## src/design/lcv_pkg.sv

```systemverilog
// ----------------------------------------------------------------------------
// lcv_pkg
// Shared types, register map and constants of the light color vote block.
// ----------------------------------------------------------------------------
`default_nettype none

package lcv_pkg;

   localparam int COORD_BITS    = 12;
   localparam int PIX_BITS      = 24;
   localparam int CH_BITS       = 8;
   localparam int COUNT_BITS    = 24;
   localparam int SUM_BITS      = 32;
   localparam int PCT_BITS      = 8;
   localparam int FMT_BITS      = 2;
   localparam int CSR_ADDR_BITS = 5;
   localparam int CSR_DATA_BITS = 32;
   localparam int REG_IDX_BITS  = 3;
   localparam int QUEUE_DEPTH   = 4;
   localparam int QPTR_BITS     = $clog2(QUEUE_DEPTH);
   localparam int SAT_BITS      = 2 * CH_BITS;
   localparam int PROD_BITS     = SUM_BITS + PCT_BITS + 1;

   localparam logic [CH_BITS-1:0]    CH_MAX     = 8'd255;
   localparam logic [PCT_BITS-1:0]   PCT_BASE   = 8'd100;
   localparam logic [COUNT_BITS-1:0] COUNT_MAX  = 24'hFFFFFF;
   localparam logic [SUM_BITS-1:0]   SUM_MAX    = 32'hFFFFFFFF;

   localparam logic [FMT_BITS-1:0] FMT_RGB888 = 2'd0;
   localparam logic [FMT_BITS-1:0] FMT_BGR565 = 2'd1;

   localparam logic [REG_IDX_BITS-1:0] REG_MIN_SAT    = 3'd0;
   localparam logic [REG_IDX_BITS-1:0] REG_MIN_VALUE  = 3'd1;
   localparam logic [REG_IDX_BITS-1:0] REG_RED_ADV    = 3'd2;
   localparam logic [REG_IDX_BITS-1:0] REG_PIX_FORMAT = 3'd3;
   localparam logic [REG_IDX_BITS-1:0] REG_WIN_LEFT   = 3'd4;
   localparam logic [REG_IDX_BITS-1:0] REG_WIN_TOP    = 3'd5;
   localparam logic [REG_IDX_BITS-1:0] REG_WIN_RIGHT  = 3'd6;
   localparam logic [REG_IDX_BITS-1:0] REG_WIN_BOTTOM = 3'd7;

   localparam logic [CH_BITS-1:0]      RST_MIN_SAT   = 8'd70;
   localparam logic [CH_BITS-1:0]      RST_MIN_VALUE = 8'd90;
   localparam logic [PCT_BITS-1:0]     RST_RED_ADV   = 8'd25;
   localparam logic [COORD_BITS:0]     RST_WIN_END   = (COORD_BITS + 1)'(1 << COORD_BITS);

   typedef struct packed {
      logic [PIX_BITS-1:0]   raw_pixel;
      logic [COORD_BITS-1:0] col;
      logic [COORD_BITS-1:0] row;
      logic                  frame_end;
   } req_type;

   typedef struct packed {
      logic                  light_red;
      logic [COUNT_BITS-1:0] active_total;
      logic [SUM_BITS-1:0]   red_total;
      logic [SUM_BITS-1:0]   green_total;
   } rsp_type;

   typedef struct packed {
      logic [CH_BITS-1:0]    min_saturation;
      logic [CH_BITS-1:0]    min_value;
      logic [PCT_BITS-1:0]   red_advantage_pct;
      logic [FMT_BITS-1:0]   pixel_format;
      logic [COORD_BITS-1:0] win_left;
      logic [COORD_BITS-1:0] win_top;
      logic [COORD_BITS:0]   win_right;
      logic [COORD_BITS:0]   win_bottom;
   } cfg_type;

   typedef struct packed {
      logic               active;
      logic               supported;
      logic               last;
      logic [CH_BITS-1:0] red;
      logic [CH_BITS-1:0] green;
   } entry_type;

endpackage

`default_nettype wire

```

## src/design/lcv_front.sv

```systemverilog
// ----------------------------------------------------------------------------
// lcv_front
// Pixel intake: window test, unpacking and the active-pixel classification.
// ----------------------------------------------------------------------------
`default_nettype none

module lcv_front import lcv_pkg::*; (
   input  wire logic      clock,
   input  wire logic      reset,
   input  wire cfg_type   cfg,
   input  wire logic      req_valid,
   output logic           req_ready,
   input  wire req_type   req_data,
   input  wire logic      q_full,
   output logic           q_push,
   output entry_type      q_data
);

   logic [CH_BITS-1:0] red, green, blue, hi, lo;
   logic               in_window, supported, advance;

   logic               a_valid_ff;
   logic [CH_BITS-1:0] a_red_ff, a_green_ff, a_hi_ff, a_lo_ff;
   logic               a_use_ff, a_sup_ff, a_last_ff;

   logic                b_valid_ff;
   logic [CH_BITS-1:0]  b_red_ff, b_green_ff, b_hi_ff;
   logic                b_use_ff, b_sup_ff, b_last_ff;
   logic [SAT_BITS-1:0] b_spread_ff, b_floor_ff;
   logic [SAT_BITS-1:0] spread_in, floor_in;
   logic                sat_ok;

   always_comb begin
      if (cfg.pixel_format == FMT_BGR565) begin
         red   = {req_data.raw_pixel[15:11], req_data.raw_pixel[15:13]};
         green = {req_data.raw_pixel[10:5],  req_data.raw_pixel[10:9]};
         blue  = {req_data.raw_pixel[4:0],   req_data.raw_pixel[4:2]};
      end else begin
         red   = req_data.raw_pixel[23:16];
         green = req_data.raw_pixel[15:8];
         blue  = req_data.raw_pixel[7:0];
      end
      hi = red;
      lo = red;
      if (green > hi) hi = green;
      if (blue > hi)  hi = blue;
      if (green < lo) lo = green;
      if (blue < lo)  lo = blue;
      supported = (cfg.pixel_format == FMT_RGB888) || (cfg.pixel_format == FMT_BGR565);
      in_window = (req_data.col >= cfg.win_left) && ({1'b0, req_data.col} < cfg.win_right) &&
                  (req_data.row >= cfg.win_top)  && ({1'b0, req_data.row} < cfg.win_bottom);
   end

   assign advance   = !(b_valid_ff && q_full);
   assign req_ready = advance;

   // saturation test without a divider: delta*255/hi >= m  <=>  delta*255 >= m*hi
   assign spread_in = SAT_BITS'(a_hi_ff - a_lo_ff) * SAT_BITS'(CH_MAX);
   assign floor_in  = SAT_BITS'(cfg.min_saturation) * SAT_BITS'(a_hi_ff);

   always_ff @(posedge clock) begin
      if (reset) begin
         a_valid_ff <= 1'b0;
         b_valid_ff <= 1'b0;
      end else if (advance) begin
         a_valid_ff <= req_valid;
         b_valid_ff <= a_valid_ff;
      end
   end

   always_ff @(posedge clock) begin
      if (advance) begin
         a_red_ff    <= red;
         a_green_ff  <= green;
         a_hi_ff     <= hi;
         a_lo_ff     <= lo;
         a_use_ff    <= supported && in_window;
         a_sup_ff    <= supported;
         a_last_ff   <= req_data.frame_end;
         b_red_ff    <= a_red_ff;
         b_green_ff  <= a_green_ff;
         b_hi_ff     <= a_hi_ff;
         b_use_ff    <= a_use_ff;
         b_sup_ff    <= a_sup_ff;
         b_last_ff   <= a_last_ff;
         b_spread_ff <= spread_in;
         b_floor_ff  <= floor_in;
      end
   end

   assign sat_ok = (b_hi_ff == '0) ? (cfg.min_saturation == '0) : (b_spread_ff >= b_floor_ff);

   assign q_push           = b_valid_ff && !q_full;
   assign q_data.active    = b_use_ff && sat_ok && (b_hi_ff >= cfg.min_value);
   assign q_data.supported = b_sup_ff;
   assign q_data.last      = b_last_ff;
   assign q_data.red       = b_red_ff;
   assign q_data.green     = b_green_ff;

endmodule

`default_nettype wire

```

## src/design/lcv_queue.sv

```systemverilog
// ----------------------------------------------------------------------------
// lcv_queue
// Short FIFO of classified pixels between the intake and the accumulator.
// ----------------------------------------------------------------------------
`default_nettype none

module lcv_queue import lcv_pkg::*; (
   input  wire logic      clock,
   input  wire logic      reset,
   input  wire logic      push,
   input  wire entry_type push_data,
   input  wire logic      pop,
   output logic           full,
   output logic           valid,
   output entry_type      head_data
);

   entry_type              slot_ff [QUEUE_DEPTH];
   logic [QPTR_BITS-1:0]   wr_ptr_ff, rd_ptr_ff;
   logic [QPTR_BITS:0]     count_ff, count_in;

   assign full      = (count_ff == (QPTR_BITS + 1)'(QUEUE_DEPTH));
   assign valid     = (count_ff != '0);
   assign head_data = slot_ff[rd_ptr_ff];

   always_comb begin
      count_in = count_ff;
      if (push && !pop)      count_in = count_ff + 1'b1;
      else if (pop && !push) count_in = count_ff - 1'b1;
   end

   always_ff @(posedge clock) begin
      if (reset) begin
         wr_ptr_ff <= '0;
         rd_ptr_ff <= '0;
         count_ff  <= '0;
      end else begin
         if (push) wr_ptr_ff <= wr_ptr_ff + 1'b1;
         if (pop)  rd_ptr_ff <= rd_ptr_ff + 1'b1;
         count_ff <= count_in;
      end
   end

   always_ff @(posedge clock) begin
      if (push) slot_ff[wr_ptr_ff] <= push_data;
   end

endmodule

`default_nettype wire

```

## src/design/lcv_back.sv

```systemverilog
// ----------------------------------------------------------------------------
// lcv_back
// Accumulator and vote: saturating count and sums, verdict on frame end.
// ----------------------------------------------------------------------------
`default_nettype none

module lcv_back import lcv_pkg::*; (
   input  wire logic      clock,
   input  wire logic      reset,
   input  wire cfg_type   cfg,
   input  wire logic      q_valid,
   input  wire entry_type q_data,
   output logic           q_pop,
   output logic           rsp_valid,
   input  wire logic      rsp_ready,
   output rsp_type        rsp_data
);

   typedef enum logic [2:0] {
      ST_RUN = 3'b001,
      ST_MUL = 3'b010,
      ST_CMP = 3'b100
   } back_state_type;

   back_state_type state_ff, state_in;

   logic [COUNT_BITS-1:0] count_ff, count_in, res_count_ff;
   logic [SUM_BITS-1:0]   red_sum_ff, red_sum_in, res_red_ff;
   logic [SUM_BITS-1:0]   green_sum_ff, green_sum_in, res_green_ff;
   logic [SUM_BITS:0]     red_add, green_add;
   logic [PROD_BITS-1:0]  scaled_ff, need_ff;
   logic                  rsp_valid_ff, light_red_ff, vote;

   assign q_pop = q_valid && (state_ff == ST_RUN) && (!q_data.last || !rsp_valid_ff);

   assign red_add   = {1'b0, red_sum_ff}   + (SUM_BITS + 1)'(q_data.red);
   assign green_add = {1'b0, green_sum_ff} + (SUM_BITS + 1)'(q_data.green);

   always_comb begin
      count_in     = count_ff;
      red_sum_in   = red_sum_ff;
      green_sum_in = green_sum_ff;
      if (q_data.active) begin
         if (count_ff != COUNT_MAX) count_in = count_ff + 1'b1;
         red_sum_in   = red_add[SUM_BITS]   ? SUM_MAX : red_add[SUM_BITS-1:0];
         green_sum_in = green_add[SUM_BITS] ? SUM_MAX : green_add[SUM_BITS-1:0];
      end
   end

   always_comb begin
      state_in = state_ff;
      unique case (state_ff)
         ST_RUN: if (q_pop && q_data.last) state_in = ST_MUL;
         ST_MUL: state_in = ST_CMP;
         ST_CMP: state_in = ST_RUN;
         default: state_in = ST_RUN;
      endcase
   end

   assign vote = (res_count_ff != '0) && (res_red_ff > res_green_ff) && (scaled_ff >= need_ff);

   always_ff @(posedge clock) begin
      if (reset) begin
         state_ff     <= ST_RUN;
         count_ff     <= '0;
         red_sum_ff   <= '0;
         green_sum_ff <= '0;
         rsp_valid_ff <= 1'b0;
      end else begin
         state_ff <= state_in;
         if (q_pop) begin
            if (q_data.last) begin
               count_ff     <= '0;
               red_sum_ff   <= '0;
               green_sum_ff <= '0;
            end else begin
               count_ff     <= count_in;
               red_sum_ff   <= red_sum_in;
               green_sum_ff <= green_sum_in;
            end
         end
         if (state_ff == ST_CMP)          rsp_valid_ff <= 1'b1;
         else if (rsp_valid_ff && rsp_ready) rsp_valid_ff <= 1'b0;
      end
   end

   always_ff @(posedge clock) begin
      if (q_pop && q_data.last) begin
         res_count_ff <= q_data.supported ? count_in     : '0;
         res_red_ff   <= q_data.supported ? red_sum_in   : '0;
         res_green_ff <= q_data.supported ? green_sum_in : '0;
      end
      if (state_ff == ST_MUL) begin
         scaled_ff <= PROD_BITS'(res_red_ff) * PROD_BITS'(PCT_BASE);
         need_ff   <= PROD_BITS'(res_green_ff) *
                      PROD_BITS'({1'b0, PCT_BASE} + {1'b0, cfg.red_advantage_pct});
      end
      if (state_ff == ST_CMP) light_red_ff <= vote;
   end

   assign rsp_valid             = rsp_valid_ff;
   assign rsp_data.light_red    = light_red_ff;
   assign rsp_data.active_total = res_count_ff;
   assign rsp_data.red_total    = res_red_ff;
   assign rsp_data.green_total  = res_green_ff;

endmodule

`default_nettype wire

```

## src/design/light_color_vote.sv

```systemverilog
// ----------------------------------------------------------------------------
// light_color_vote
// Red or green verdict from the active pixels inside a window of the frame.
// ----------------------------------------------------------------------------
// Pixels transfer one per clock unless a full queue stalls the intake. Each
// passes a two-stage intake (window test, unpacking, saturation products),
// waits in a four-entry queue and is summed by the accumulator one per clock
// while no frame_end is being handled or waiting. A frame_end pixel holds the
// accumulator while it registers the final sums, the vote products and the
// compare; the next frame still flows in meanwhile, and a further frame_end
// waits in the queue until the previous result has been taken.
`default_nettype none

module light_color_vote import lcv_pkg::*; (
   input  wire logic                     clock,
   input  wire logic                     reset,
   input  wire logic                     req_valid,
   output logic                          req_ready,
   input  wire req_type                  req_data,
   output logic                          rsp_valid,
   input  wire logic                     rsp_ready,
   output rsp_type                       rsp_data,
   input  wire logic                     csr_psel,
   input  wire logic                     csr_penable,
   input  wire logic                     csr_pwrite,
   input  wire logic [CSR_ADDR_BITS-1:0] csr_paddr,
   input  wire logic [CSR_DATA_BITS-1:0] csr_pwdata,
   output logic [CSR_DATA_BITS-1:0]      csr_prdata,
   output logic                          csr_pready
);

   cfg_type                 cfg_ff;
   logic                    csr_write;
   logic [REG_IDX_BITS-1:0] reg_idx;
   logic                    q_full, q_push, q_pop, q_valid;
   entry_type               q_in, q_head;

   assign csr_pready = 1'b1;
   assign csr_write  = csr_psel && csr_penable && csr_pwrite && csr_pready;
   assign reg_idx    = csr_paddr[CSR_ADDR_BITS-1:2];

   always_ff @(posedge clock) begin
      if (reset) begin
         cfg_ff.min_saturation    <= RST_MIN_SAT;
         cfg_ff.min_value         <= RST_MIN_VALUE;
         cfg_ff.red_advantage_pct <= RST_RED_ADV;
         cfg_ff.pixel_format      <= FMT_RGB888;
         cfg_ff.win_left          <= '0;
         cfg_ff.win_top           <= '0;
         cfg_ff.win_right         <= RST_WIN_END;
         cfg_ff.win_bottom        <= RST_WIN_END;
      end else if (csr_write) begin
         unique case (reg_idx)
            REG_MIN_SAT:    cfg_ff.min_saturation    <= csr_pwdata[CH_BITS-1:0];
            REG_MIN_VALUE:  cfg_ff.min_value         <= csr_pwdata[CH_BITS-1:0];
            REG_RED_ADV:    cfg_ff.red_advantage_pct <= csr_pwdata[PCT_BITS-1:0];
            REG_PIX_FORMAT: cfg_ff.pixel_format      <= csr_pwdata[FMT_BITS-1:0];
            REG_WIN_LEFT:   cfg_ff.win_left          <= csr_pwdata[COORD_BITS-1:0];
            REG_WIN_TOP:    cfg_ff.win_top           <= csr_pwdata[COORD_BITS-1:0];
            REG_WIN_RIGHT:  cfg_ff.win_right         <= csr_pwdata[COORD_BITS:0];
            REG_WIN_BOTTOM: cfg_ff.win_bottom        <= csr_pwdata[COORD_BITS:0];
            default: ;
         endcase
      end
   end

   always_comb begin
      unique case (reg_idx)
         REG_MIN_SAT:    csr_prdata = CSR_DATA_BITS'(cfg_ff.min_saturation);
         REG_MIN_VALUE:  csr_prdata = CSR_DATA_BITS'(cfg_ff.min_value);
         REG_RED_ADV:    csr_prdata = CSR_DATA_BITS'(cfg_ff.red_advantage_pct);
         REG_PIX_FORMAT: csr_prdata = CSR_DATA_BITS'(cfg_ff.pixel_format);
         REG_WIN_LEFT:   csr_prdata = CSR_DATA_BITS'(cfg_ff.win_left);
         REG_WIN_TOP:    csr_prdata = CSR_DATA_BITS'(cfg_ff.win_top);
         REG_WIN_RIGHT:  csr_prdata = CSR_DATA_BITS'(cfg_ff.win_right);
         REG_WIN_BOTTOM: csr_prdata = CSR_DATA_BITS'(cfg_ff.win_bottom);
         default:        csr_prdata = '0;
      endcase
   end

   lcv_front u_front (
      .clock     (clock),
      .reset     (reset),
      .cfg       (cfg_ff),
      .req_valid (req_valid),
      .req_ready (req_ready),
      .req_data  (req_data),
      .q_full    (q_full),
      .q_push    (q_push),
      .q_data    (q_in)
   );

   lcv_queue u_queue (
      .clock     (clock),
      .reset     (reset),
      .push      (q_push),
      .push_data (q_in),
      .pop       (q_pop),
      .full      (q_full),
      .valid     (q_valid),
      .head_data (q_head)
   );

   lcv_back u_back (
      .clock     (clock),
      .reset     (reset),
      .cfg       (cfg_ff),
      .q_valid   (q_valid),
      .q_data    (q_head),
      .q_pop     (q_pop),
      .rsp_valid (rsp_valid),
      .rsp_ready (rsp_ready),
      .rsp_data  (rsp_data)
   );

endmodule

`default_nettype wire

```

## config.mk

```make
export PLATFORM = sky130hd
export DESIGN_NAME = light_color_vote
export DESIGN_NICKNAME = d
export VERILOG_FILES = /design/src/design/lcv_pkg.sv /design/src/design/lcv_front.sv /design/src/design/lcv_queue.sv /design/src/design/lcv_back.sv /design/src/design/light_color_vote.sv
export SDC_FILE = /design/constraint.sdc
export NUM_CORES = 2
export LEC_CHECK = 0
export ABC_AREA = 1
export BUFFER_PORTS_ARGS = -buffer_cell sky130_fd_sc_hd__clkbuf_2
export CAP_MARGIN = 15
export CORE_MARGIN = 2
export CORE_UTILIZATION = 60
export CTS_CLUSTER_SIZE = 8
export DETAILED_ROUTE_END_ITERATION = 7
export HOLD_SLACK_MARGIN = 0.03
export PLACE_DENSITY = 0.82
export REMOVE_ABC_BUFFERS = 1
export SETUP_SLACK_MARGIN = 0.15
export SLEW_MARGIN = 5
export SYNTH_ARGS = -nofsm -noshare
export SYNTH_HDL_FRONTEND = slang
export SYNTH_SLANG_ARGS = --single-unit
```

## constraint.sdc

```tcl
create_clock -name clock -period 7.05 [get_ports clock]
set_input_delay 1.41 -clock clock [delete_from_list [all_inputs] [get_ports clock]]
set_output_delay 1.41 -clock clock [all_outputs]
set_load 0.02 [all_outputs]
```

# Word-level counts from Yosys, hierarchy flattened
# Memory sizes are Yosys's and may differ from the RTL's. A register that Yosys moved wholly into a read port is not among the register bits.
# Cells that the tools add are included.
dict set report classes {
  n_mul 4
  eq_ne 14
  mux 28
  add_sub_neg 9
  order_cmp 12
  reduce_logical 42
}
# op count
set ops {}
lappend ops {{case mux 32 bit (8 select lines)} 1}
lappend ops {{two-way mux 32 bit} 6}
lappend ops {{two-way mux 24 bit} 3}
lappend ops {{adder 32 x 8 -> 33 bit} 2}
lappend ops {{two-way mux 8 bit} 7}
lappend ops {{greater-or-equal comparator 39 x 41 -> 1 bit} 1}
lappend ops {{multiplier 32 x 41 -> 41 bit} 1}
lappend ops {{multiplier 32 x 5 -> 37 bit, second input constant} 1}
lappend ops {{greater-than comparator 32 bit} 1}
lappend ops {{less-than comparator 12 x 13 -> 1 bit} 2}
lappend ops {{adder 24 x 1 -> 24 bit, second input constant} 1}
lappend ops {{greater-or-equal comparator 12 bit} 2}
lappend ops {{inequality test 24 bit, second input constant} 1}
lappend ops {{nonzero test 24 bit} 1}
lappend ops {{equality test 3 bit, second input constant} 6}
lappend ops {{logical AND 1 bit} 18}
lappend ops {{greater-or-equal comparator 16 bit} 1}
lappend ops {{greater-than comparator 8 bit} 2}
lappend ops {{zero test 8 bit} 2}
lappend ops {{less-than comparator 8 bit} 2}
lappend ops {{multiplier 16 x 8 -> 16 bit, second input constant} 1}
lappend ops {{multiplier 8 x 8 -> 16 bit} 1}
lappend ops {{AND reduction 2 bit} 8}
lappend ops {{adder 7 x 8 -> 9 bit, first input constant} 1}
lappend ops {{19 further kinds} 37}
dict set report word_totals {
  memories 1
  mem_bits_rw 76
  out_inout_bits 124
  reg_bits 438
  elab_cells 149
}
# memory depth word_bits read_ports rd_ports_with_merged_regs write_ports line_no
set mem_list {}
lappend mem_list {u_queue.slot_ff 4 19 1 1 1 lcv_queue.sv:18} ;# entry_type slot_ff [QUEUE_DEPTH];

# Logic depth before layout (Yosys ltp)
dict set report logic_depth {
  word_depth 7
  mapped_depth 29
  depth_no_buf 28
}

# By module
# Synthesis repeated with hierarchy kept, for this count alone.
dict set report unflattened {
  hier_cells 5602
  area_unflattened_um2 44772.9
}
# mod instances area_per_inst_um2 seq_area_each_um2 cells_per_inst
set modules_own_cells {}
lappend modules_own_cells {lcv_back 1 27446.3 6856.6 3619}
lappend modules_own_cells {lcv_front 1 10287.4 2862.7 1217}
lappend modules_own_cells {light_color_vote 1 3734.8 1521.5 523}
lappend modules_own_cells {lcv_queue 1 3304.4 2462.4 243}

# Least setup slack after synthesis
# OpenSTA, ideal clock, no wires.
dict set report synth_timing {
  kind {reg-to-reg}
  start {register u_back.state_ff[1]}
  end {register u_back.state_ff[0]}
  synth_period_minus_slack_ps 6458
  path_stages_with_launch 6
  setup_ps 118
  setup_slack_ps 592
  t_arrival_ps 6340
  cell_sequence {dfxtp_1 inv_1 nor3_1 inv_1 a21oi_1 inv_1}
}
dict set report synth_between {
  elab_chain_cells 5
  elab_cells_between_ends 7
}
# item line_no
set synth_rtl {}
lappend synth_rtl {{start: declaration} lcv_back.sv:25} ;# back_state_type state_ff, state_in;
lappend synth_rtl {{start signal: assignment} lcv_back.sv:70} ;# state_ff <= state_in;
lappend synth_rtl {{equality test 3 x 1 -> 1 bit} {lcv_back.sv:34, lcv_back.sv:52}}
lappend synth_rtl {{logical AND 1 bit (2 in a row)} lcv_back.sv:34} ;# assign q_pop = q_valid && (state_ff == ST_RUN) && (!q_data.last || !rsp_valid_ff);
lappend synth_rtl {{logical AND 1 bit} lcv_back.sv:53} ;# ST_RUN: if (q_pop && q_data.last) state_in = ST_MUL;
lappend synth_rtl {{inequality test 2 bit (no source line)} --}
# Several ways; a longest one is shown, not always the timed one.
# A chain may end at the register's enable or synchronous reset.

# Worst setup path in the final report
dict set report layout_timing {
  start {register cfg_ff[54] in the netlist's numbering}
  end {register u_back.need_ff[36] (data pin)}
}
dict set report layout_between {
  elab_chain_cells 2
}
# item line_no
set layout_rtl {}
lappend layout_rtl {{start: declaration} light_color_vote.sv:32} ;# cfg_type cfg_ff;
lappend layout_rtl {{adder 7 x 8 -> 9 bit} lcv_back.sv:96} ;# PROD_BITS'({1'b0, PCT_BASE} + {1'b0, cfg.red_advantage_pct});
lappend layout_rtl {{multiplier 32 x 41 -> 41 bit} lcv_back.sv:95} ;# need_ff <= PROD_BITS'(res_green_ff) *
lappend layout_rtl {{end signal: assignment} lcv_back.sv:95}
lappend layout_rtl {{end: declaration} lcv_back.sv:31} ;# logic [PROD_BITS-1:0] scaled_ff, need_ff;
# No other way between the ends.

==> results.cfg <==
[status]
status = completed

[worst_setup_path]
path_class = reg2reg
slowest_delay_ps = 800
ff2ff_setup_slack_ps = 710
worstPathRequired_ps = 7400
cp-start-kind = flip-flop
crit_path_max_fanout = 29
timing.rr.start = cfg_ff[54]
crit_top_cell = inv_1
crit_arrival_ps = 6690
critPathCaptureType = flip-flop
crit_slowest_cell = inv_1
r2r_end = u_back.need_ff[36]
rr_worst_depth = 28

[synthesis]
synth_top_area_share = 0.232
synth_top_area_cell = edfxtp_1
syn_avg_cell_area_um2 = 8.17
synthTopCellsByArea = edfxtp_1 23%, fa_1 15%, ha_1 12%
synth_most_common_cell = inv_1
synth_flop_cell = edfxtp_1
syn_inst = 5336
synthXorXnorAreaFrac = 0.0267
synth-edff-count = 337
async_flop_share = 0
yosysUniqueCellTypes = 64
synth-simple-area-share = 0.182
synthTopCellsByCount = 1071 x inv_1, 1052 x nand2_1, 444 x nor2_1
synth_seq_cells = 516
synth_top_family_by_area = adder cells
yosysSeqAreaShare = 0.314
synth_compound_area_frac = 0.101
yosysWarnings = 0
synth_area_mm2 = 0.0436
synth_mux_area_frac = 0.000229
synthAdderAreaFrac = 0.263

[run]
max_cap_violations = 0

[cells_and_area]
drive_gt1_frac = 0.0645
syn_to_final_growth_pct = 8.87
n_antenna_cell = 0
fin_nets = 6298
stdcell_count = 6482

[die]
coreArea_mm2 = 0.0717
die_h_um = 274
die_area_mm2 = 0.0749
die_w_um = 274
row_count = 98
start_util = 0.608
pin_count = 217

[sta]
rsz0062_at_grt = no
slew_viol_final = 0
slew_headroom = 0.243
holdWs_ps = 416
fmax_mhz = 158
setup_viol_count_final = 0
timing.final.crit_period_ps = 6340
fin_crit_sh = 0.900
clock_skew_ps = 38.4
tightest_slew_ps = 1130
fin_setup_tns_ps = 0
hold_violations = 0

[drt]
dr.first_iter.drc_count = 3298
drt-vias-per-instance = 5.64
ant_nets = 0
wl_per_cell_um = 17.6
routed_wl_mm = 114
dr_total_vias = 36600
drt-pass1-iter-count = 6
drcViolationCount = 0

[global_route]
antenna_found_initial = 1
globalRoute.totalOverflow = 0
grt_pass1_wl_mm = 182
grt_usage = 0.305
grt_max_degree = 90
grt_pass1_vias = 36000

[placed_design]
numPortBuffers = 175
numPlacedInstances = 6348
dp_hpwl_mm = 86.1
gp_congestion = 0.983

[min_path]
hold_path_end = u_front.b_red_ff[6]
whs_path_depth = 0
hold_class = reg2reg
min_from = u_front.a_red_ff[6]

[clock_network]
cts_root_buffer = clkbuf_16
tritoncts = yes
cts.clk_slew.worst_paths_ps = 50
post_cts_resized = 0
clock_sink_count = 516
cts_buffers = 75
clock_latency_ps = 630
cts_buffer_depth = 3
hold_buffers = 0
cts-htree-levels = 3
cts_setup_buffers = 0
## registers in the layout, summed over array words and instances, names as in the netlist, 16 cells and up, named ones only
register             count
u_back.res_count_ff     24
u_back.res_green_ff     32
u_front.b_floor_ff      16
u_back.green_sum_ff     32
u_back.res_red_ff       32
cfg_ff                  76
u_back.red_sum_ff       32
u_back.count_ff         24
u_back.need_ff          41
u_front.b_spread_ff     16
u_queue.slot_ff         76
u_back.scaled_ff        37
## cells by family after synthesis
kind of cell             count (synthesis)
AND/OR/NAND/NOR                       1903
buffers and inverters                 1248
AO/OA/AOI/OAI                          804
adder cells (fa/ha/maj)                729
flip-flops                             516
XOR/XNOR                               133
other                                    2
multiplexers                             1
## worst max path at each step
| stage | depth (start not counted) | from | to | slack (ps) |
|---|---|---|---|---|
| finish | 28 | cfg_ff[54] | u_back.need_ff[36] | 710 |
| global placement | 24 | cfg_ff[54] | u_back.need_ff[29] | 950 |
| CTS | 28 | cfg_ff[54] | u_back.need_ff[36] | 780 |
| global route | 28 | cfg_ff[54] | u_back.need_ff[36] | 370 |
| detailed placement | 24 | cfg_ff[54] | u_back.need_ff[29] | 840 |
| floorplan | 9 | flip-flop | u_back.state_ff[0] | 150 |
## layout by cell type (no fill, tap or decap), drive strengths merged, types with 64 or more instances in the layout
master / count
nand4: 70
a21oi: 380
xor2: 93
edfxtp: 337
fa: 316
nor2: 451
dfxtp: 179
inv: 1083
o21ai: 274
nor3: 64
ha: 413
nand2: 1059
nand3: 215
clkbuf: 299
## per-stage QoR
stage / area, µm² / util / setup WS [ps]
floorplan: 42900 / - / 149
global placement: 45200 / 0.631 / 955
detailed placement: 45200 / 0.631 / 836
CTS: 47500 / 0.662 / 782
global route: 47500 / 0.662 / 375
finish: 47500 / 0.662 / 708
## final cells by class
cell class	instances	area (µm²)
clock buffers	125	2060
flip-flops and latches	516	13700
inverters	1086	4080
well taps	950	1190
clock inverters	8	169
repair buffers	207	1130
multi-input cells	3590	25200
fillers	5744	24200
## critical path, delay by kind of cell, from the launching register on
family          cells  cell delay [ps]
flops               1              520
fa+ha+maj           6             2650
buf+inv            10             1600
compound gates      2              350
simple gates        9              780
xor+xnor            1              140
## routing by layer
metal | up-vias | global-route usage | wire (µm)
met3 | 330 | 0.0520 | 8920
met1 | 17300 | 0.378 | 44800
met2 | 1560 | 0.513 | 54800
li1 | 17400 | - | -
met4 | 2 | 0.155 | 5680
met5 | - | 0 | 13
Power is not shown: default switching activity piles up to over one toggle a cycle in this logic, so the estimate is an artifact.
